===== config.mk =====
export PLATFORM = sky130hd
export DESIGN_NAME = ladder_keypad_number_decoder_core
export DESIGN_NICKNAME = d
export VERILOG_FILES = /design/src/rtl/lkpd_pkg.sv /design/src/rtl/ladder_keypad_number_decoder_core.sv /design/src/rtl/lkpd_window.sv /design/src/rtl/lkpd_match.sv
export SDC_FILE = /design/constraint.sdc
export NUM_CORES = 1
export LEC_CHECK = 0
export BUFFER_PORTS_ARGS = -buffer_cell sky130_fd_sc_hd__buf_2
export CORE_MARGIN = 4
export CORE_UTILIZATION = 50
export CTS_CLUSTER_DIAMETER = 120
export DETAILED_ROUTE_END_ITERATION = 12
export GPL_TIMING_DRIVEN = 0
export PLACE_DENSITY = 0.69
export SLEW_MARGIN = 20
export SYNTH_ARGS = -nofsm -noshare
export SYNTH_HDL_FRONTEND = slang
export SYNTH_SLANG_ARGS = --single-unit

===== constraint.sdc =====
create_clock -name i_clk -period 6.9 [get_ports i_clk]
set_input_delay 0.345 -clock i_clk [delete_from_list [all_inputs] [get_ports i_clk]]
set_output_delay 0.345 -clock i_clk [all_outputs]
set_load 0.005 [all_outputs]

===== src/rtl/lkpd_pkg.sv =====
package lkpd_pkg;

    // ring and level table sizes
    localparam int WINDOW       = 4;
    localparam int LEVELS       = 16;
    localparam int SLOT_W       = $clog2(WINDOW);
    localparam int FILL_W       = $clog2(WINDOW + 1);

    // field widths
    localparam int SAMPLE_W     = 10;
    localparam int VALUE_W      = 8;
    localparam int SAMPLE_SHIFT = 2;
    localparam int KEY_W        = 4;
    localparam int TOL_W        = 8;

    localparam logic [TOL_W-1:0] TOL_RESET = 8'd8;

    typedef logic [VALUE_W-1:0] t_value;
    typedef logic [WINDOW-1:0][VALUE_W-1:0] t_window;

    // ladder levels, entry 0 in the low byte
    localparam logic [15:0][VALUE_W-1:0] LEVEL_TABLE = {
        8'd0,   8'd15,  8'd32,  8'd48,
        8'd70,  8'd87,  8'd103, 8'd120,
        8'd137, 8'd152, 8'd168, 8'd180,
        8'd195, 8'd210, 8'd225, 8'd241
    };

    // control into the ring
    typedef struct packed {
        logic fire;
        logic start;
    } t_win_ctl;

    // decode of one window
    typedef struct packed {
        logic             stable;
        logic             pressed;
        logic [KEY_W-1:0] key;
    } t_match;

    function automatic t_value abs_diff(t_value a, t_value b);
        return (a > b) ? (a - b) : (b - a);
    endfunction

endpackage


===== src/rtl/ladder_keypad_number_decoder_core.sv =====
// channel  | direction | handshake            | payload
// ---------+-----------+----------------------+--------------------------------------
// sample   | in        | i_valid / o_stall    | i_sample, i_start_req
// result   | out       | o_valid / i_stall    | o_stable, o_pressed, o_key,
//          |           |                      | o_last_key, o_last_valid
// config   | in        | i_cfg_valid / o_cfg_ready | i_cfg_data (tolerance)
//
// one word per cycle sustained while the result side is not stalled; an accepted word goes
// into the input register, then through ring update and decode into the result register
// the window compare and the 16-level table compare sit combinationally between the two
// synchronous active-low reset clears the ring, fill count, held key and tolerance to 8
// o_stall rises only when both registers are full and the result side is stalled
module ladder_keypad_number_decoder_core (
    input  logic                        i_clk,
    input  logic                        i_rst_n,
    // sample channel
    input  logic                        i_valid,
    output logic                        o_stall,
    input  logic [lkpd_pkg::SAMPLE_W-1:0] i_sample,
    input  logic                        i_start_req,
    // result channel
    output logic                        o_valid,
    input  logic                        i_stall,
    output logic                        o_stable,
    output logic                        o_pressed,
    output logic [lkpd_pkg::KEY_W-1:0]  o_key,
    output logic [lkpd_pkg::KEY_W-1:0]  o_last_key,
    output logic                        o_last_valid,
    // configuration channel
    input  logic                        i_cfg_valid,
    output logic                        o_cfg_ready,
    input  logic [lkpd_pkg::TOL_W-1:0]  i_cfg_data
);
    import lkpd_pkg::*;

    // tolerance register
    logic [TOL_W-1:0] r_tolerance;

    // input register
    logic   r_in_valid;
    t_value r_in_value;
    logic   r_in_start;

    // result register, last key fields double as held state
    logic             r_out_valid;
    logic             r_stable;
    logic             r_pressed;
    logic [KEY_W-1:0] r_key;
    logic [KEY_W-1:0] r_last_key;
    logic             r_last_valid;

    logic     advance;
    logic     in_take;
    t_win_ctl win_ctl;
    t_window  window;
    logic     was_full;
    t_match   match;

    // result slot frees when empty or being taken this edge
    assign advance = !r_out_valid || !i_stall;
    assign o_stall = r_in_valid && !advance;
    assign in_take = i_valid && !o_stall;

    assign win_ctl.fire  = r_in_valid && advance;
    assign win_ctl.start = r_in_start;

    // the user must send config writes only while idle; the block does not enforce it, so always ready
    assign o_cfg_ready = 1'b1;

    always_ff @(posedge i_clk) begin
        if (!i_rst_n) begin
            r_tolerance <= TOL_RESET;
        end else if (i_cfg_valid && o_cfg_ready) begin
            r_tolerance <= i_cfg_data;
        end
    end

    // capture: keep only the top bits of the converter word
    always_ff @(posedge i_clk) begin
        if (!i_rst_n) begin
            r_in_valid <= 1'b0;
        end else if (in_take) begin
            r_in_valid <= 1'b1;
        end else if (win_ctl.fire) begin
            r_in_valid <= 1'b0;
        end
    end

    always_ff @(posedge i_clk) begin
        if (in_take) begin
            r_in_value <= i_sample[SAMPLE_W-1:SAMPLE_SHIFT];
            r_in_start <= i_start_req;
        end
    end

    lkpd_window u_window (
        .i_clk      (i_clk),
        .i_rst_n    (i_rst_n),
        .i_ctl      (win_ctl),
        .i_value    (r_in_value),
        .o_window   (window),
        .o_was_full (was_full)
    );

    lkpd_match u_match (
        .i_window    (window),
        .i_was_full  (was_full),
        .i_tolerance (r_tolerance),
        .o_match     (match)
    );

    // result register
    always_ff @(posedge i_clk) begin
        if (!i_rst_n) begin
            r_out_valid  <= 1'b0;
            r_last_key   <= '0;
            r_last_valid <= 1'b0;
        end else if (win_ctl.fire) begin
            r_out_valid <= 1'b1;
            if (match.pressed) begin
                r_last_key   <= match.key;
                r_last_valid <= 1'b1;
            end
        end else if (!i_stall) begin
            r_out_valid <= 1'b0;
        end
    end

    always_ff @(posedge i_clk) begin
        if (win_ctl.fire) begin
            r_stable  <= match.stable;
            r_pressed <= match.pressed;
            r_key     <= match.key;
        end
    end

    assign o_valid      = r_out_valid;
    assign o_stable     = r_stable;
    assign o_pressed    = r_pressed;
    assign o_key        = r_key;
    assign o_last_key   = r_last_key;
    assign o_last_valid = r_last_valid;

    // a press is only ever reported on a stable window
    a_press_needs_stable: assert property (@(posedge i_clk) disable iff (!i_rst_n)
        o_valid && o_pressed |-> o_stable)
        else $error("press reported without a stable window");

    // a fresh press is held as the last key in the same word
    a_press_held: assert property (@(posedge i_clk) disable iff (!i_rst_n)
        o_valid && o_pressed |-> o_last_valid && (o_last_key == o_key))
        else $error("pressed key not held as last key");

    // key reads zero unless pressed
    a_key_zero: assert property (@(posedge i_clk) disable iff (!i_rst_n)
        o_valid && !o_pressed |-> (o_key == '0))
        else $error("key nonzero without a press");

    // input side only stalls when the whole pipe is full and blocked
    a_stall_cause: assert property (@(posedge i_clk) disable iff (!i_rst_n)
        o_stall |-> r_in_valid && r_out_valid && i_stall)
        else $error("input stalled with room in the pipe");

endmodule


===== src/rtl/lkpd_window.sv =====
module lkpd_window (
    input  logic              i_clk,
    input  logic              i_rst_n,
    input  lkpd_pkg::t_win_ctl i_ctl,
    input  lkpd_pkg::t_value  i_value,
    output lkpd_pkg::t_window o_window,
    output logic              o_was_full
);
    import lkpd_pkg::*;

    t_window           r_store;
    logic [SLOT_W-1:0] r_slot;
    logic [FILL_W-1:0] r_fill;

    t_window           n_store;
    logic [SLOT_W-1:0] slot_eff;
    logic [FILL_W-1:0] fill_eff;
    logic [SLOT_W-1:0] n_slot;
    logic [FILL_W-1:0] n_fill;

    // a start request rewinds the ring before this word is stored
    always_comb begin
        slot_eff = i_ctl.start ? '0 : r_slot;
        fill_eff = i_ctl.start ? '0 : r_fill;
        n_store  = r_store;
        n_store[slot_eff] = i_value;
        n_slot   = (slot_eff == SLOT_W'(WINDOW - 1)) ? '0 : slot_eff + 1'b1;
        n_fill   = (fill_eff >= FILL_W'(WINDOW)) ? fill_eff : fill_eff + 1'b1;
    end

    assign o_window   = n_store;
    assign o_was_full = (fill_eff >= FILL_W'(WINDOW));

    always_ff @(posedge i_clk) begin
        if (!i_rst_n) begin
            r_store <= '0;
            r_slot  <= '0;
            r_fill  <= '0;
        end else if (i_ctl.fire) begin
            r_store <= n_store;
            r_slot  <= n_slot;
            r_fill  <= n_fill;
        end
    end

endmodule


===== src/rtl/lkpd_match.sv =====
module lkpd_match (
    input  lkpd_pkg::t_window        i_window,
    input  logic                     i_was_full,
    input  logic [lkpd_pkg::TOL_W-1:0] i_tolerance,
    output lkpd_pkg::t_match         o_match
);
    import lkpd_pkg::*;

    logic             all_close;
    logic             hit;
    logic [KEY_W-1:0] hit_key;

    // every slot against physical slot 0
    always_comb begin
        all_close = 1'b1;
        for (int j = 1; j < WINDOW; j++) begin
            if (abs_diff(i_window[0], i_window[j]) >= i_tolerance) begin
                all_close = 1'b0;
            end
        end
    end

    // lowest matching level wins, so scan from the top down
    always_comb begin
        hit     = 1'b0;
        hit_key = '0;
        for (int j = LEVELS - 1; j >= 0; j--) begin
            if (abs_diff(i_window[0], LEVEL_TABLE[j]) < i_tolerance) begin
                hit     = 1'b1;
                hit_key = KEY_W'(j);
            end
        end
    end

    always_comb begin
        o_match.stable  = i_was_full && all_close;
        o_match.pressed = o_match.stable && hit;
        o_match.key     = o_match.pressed ? hit_key : '0;
    end

endmodule

==> flow_summary_export.csv <==
group,metric,value,unit
status,outcome,"completed",
timing,fmax,150,MHz
synth,synth_area_leaders,"ha_1 (21%), dfxtp_1 (11%), nor2_1 (7.2%)",
worst_setup_path,cpPeakStageDelay,0.48,ns
floorplanning,die_w,149,um
timing,setup_violations,0,
synth,yosys.area.top_type,"ha_1",
detailed_routing,drt_iter0_markers,1142,
synth,ys_seq_area_frac,0.151,
synth,synth_nets,1490,
clock_tree,cts-htree-levels,3,
timing,finClkSkew,0.0132,ns
timing,worst_slew_pin_slew,1.12,ns
final_layout,nNetsFinal,1541,
worst_setup_path,critPathArrivalTime,6.93,ns
grt,grt_max_degree,21,
final_layout,n_antenna_cell,0,
clock_tree,path_clk_slew,0.06,ns
synth,synthDistinctLibCells,76,
timing,final.period_utilization,0.965,
synth,syn_inst,1300,
grt,grt_pass1_wl,55200,um
worst_setup_path,cp_slowest_cell,"a2111oi_4",
synth,synth_common_cells,"nor2_1 (191), ha_1 (166), a21oi_1 (109)",
detailed_routing,drc_errors,0,
worst_setup_path,end_kind,"register",
grt,grt-ovfl-total,0,
detailed_routing,routed_wl,35500,um
detailed_routing,route.vias.total,10380,
timing,slew_headroom,0.254,
final_layout,nFillCells,1877,
synth,async_reset_ff_frac,0,
clock_tree,hold_buffers,0,
grt,antenna_found_initial,0,
timing,whs,0.178,ns
worst_setup_path,start_kind,"register",
worst_setup_path,cp_max_fo,12,
worst_setup_path,path_class,"reg -> reg",
clock_tree,insertion_delay,0.34,ns
floorplanning,dieArea,0.0221,sq mm
synth,yosysMostFrequentCell,"nor2_1",
placed_design,io_buffers,33,
synth,ys_seq_elements,67,
detailed_routing,drt-vias-per-instance,6.40,
pwr,ir_worst_vdd,0.138,mV
timing,hold_violations,0,
floorplanning,die_h,149,um
grt,grtUsageTotal,0.317,
synth,yosysTopAreaCellShare,0.210,
floorplanning,row_count,51,
final_layout,drive_gt1_frac,0.100,
clock_tree,tritoncts,"done",
synth,synth_flop_cell,"dfxtp_1",
detailed_routing,dr.pass1.iters,8,
timing,setup_tns,0,ns
final_layout,area_growth_syn_to_layout,10.1,%
run,max-cap-violations,0,
worst_hold_path,worstHoldPathType,"in -> reg",
placed_design,place_congestion,1.02,
timing,finalMaxSlewViolations,0,
pwr,p_per_area,219,mW/mm^2
synth,synth_area_per_cell,7.62,sq um
grt,grt_pass1_vias,10076,
placed_design,hpwl,25600,um
clock_tree,cts-buffers-inserted,9,
detailed_routing,drtAntennaViolNets,0,
synth,syn_area,0.00991,sq mm
clock_tree,cts.sinks,67,
worst_setup_path,cp.required,7.17,ns
detailed_routing,wl_per_cell,21.9,um
timing,period_minus_slack,6.66,ns
synth,synth_edf_count,15,
clock_tree,clock_path_buffers,2,
floorplanning,io_pins,38,
floorplanning,start_util,0.509,
clock_tree,root_buffer,"clkbuf_16",
pwr,p_leak,0.00447,uW
floorplanning,core_area,0.0195,sq mm
synth,yosysWarnings,0,
==> state kept, by name, indices dropped and copies added (netlist names) <==
name,cells
u_window.r_store,32
r_in_valid,1
o_last_valid,1
o_stable,1
o_key,4
r_in_start,1
o_pressed,1
r_tolerance,8
r_in_value,8
u_window.r_slot,2
u_window.r_fill,3
o_last_key,4
o_valid,1
==> power by group <==
group	switching (uW)	internal, uW
combinational	864	566
clock	189	319
sequential	23.4	423
==> worst paths after layout <==
kind | start | end | slack, ns | depth (start not counted)
max | r_in_start$_DFFE_PP_ | o_last_key[0]$_SDFFE_PN0P_ | 0.24 | 25
min | i_sample[9] | r_in_value[7]$_DFFE_PP_ | 0.18 | 1
max reg2reg | r_in_start$_DFFE_PP_ | o_last_key[0]$_SDFFE_PN0P_ | 0.24 | 25
min reg2reg | o_last_valid$_SDFFE_PN0P_ | o_last_valid$_SDFFE_PN0P_ | 0.44 | 2
==> stage by stage <==
step           utilization  worst slack (ns)  power (uW)  instances  cell area, sq um
4_1_cts              0.556           0.00306        2350       1616             10800
5_1_grt              0.561          -0.00540        2560       1621             10900
3_5_place_dp         0.535            -0.943        1820       1598             10400
3_3_place_gp         0.535             -1.70        1790       1598             10400
6_report             0.561             0.240        2380       1621             10900
2_1_floorplan            -             0.455        1470       1300              9910
==> layer usage <==
metal	vias to the layer above	wire, um	global-route usage	part of all wire
li1	4872	-	-	-
met1	4859	14500	0.401	0.41
met2	519	15900	0.517	0.45
met3	130	2840	0.0495	0.080
met4	0	2310	0.177	0.065
met5	-	0	0	0
==> logic make-up after synthesis <==
family                   Yosys count  synth area share
AO/OA/AOI/OAI                    405             0.269
AND/OR/NAND/NOR                  396             0.174
adder cells (fa/ha/maj)          172             0.216
buffers and inverters            120            0.0505
XOR/XNOR                          74            0.0654
flip-flops                        67             0.151
multiplexers                      65            0.0739
other                              1          0.000378
==> worst max-delay path, delay by kind of cell, from the launching register on <==
family	cells	cell delay, ns
XOR/XNOR	1	0.18
flip-flops	1	0.45
adder cells (fa/ha/maj)	3	0.78
AND/OR/NAND/NOR	4	1.16
AO/OA/AOI/OAI	9	1.86
multiplexers	2	0.56
buffers and inverters	6	1.56
==> cells in the final DEF, fill, tap and decap left out, types with 44 or more instances in the layout <==
cell type	n
a21oi_1	109
mux2i_1	44
nand2_1	88
dfxtp_1	52
nor2_1	190
o21ai_0	71
a211oi_1	44
ha_1	165
xnor2_1	64
==> cell type report <==
cell class / count / area [sq um] / area share
clock inverters: 7 / 98.8 / 0.00906
flip-flops and latches: 67 / 1490 / 0.137
repair buffers: 40 / 218 / 0.0200
plain buffers: 71 / 328 / 0.0300
multi-input cells: 1113 / 8030 / 0.736
inverters: 49 / 189 / 0.0173
clock buffers: 9 / 225 / 0.0206
well taps: 265 / 332 / 0.0304
==> what timing repair did <==
| item | in CTS | in global routing |
|---|---|---|
| endpoints found under the setup margin | 11 | 10 |
| resized for setup | 13 | 16 |
| gates cloned | 0 | 0 |
| setup buffers | 2 | 5 |
| pin swaps | 0 | 2 |
Note: power is estimated with default switching activity, not from simulation.
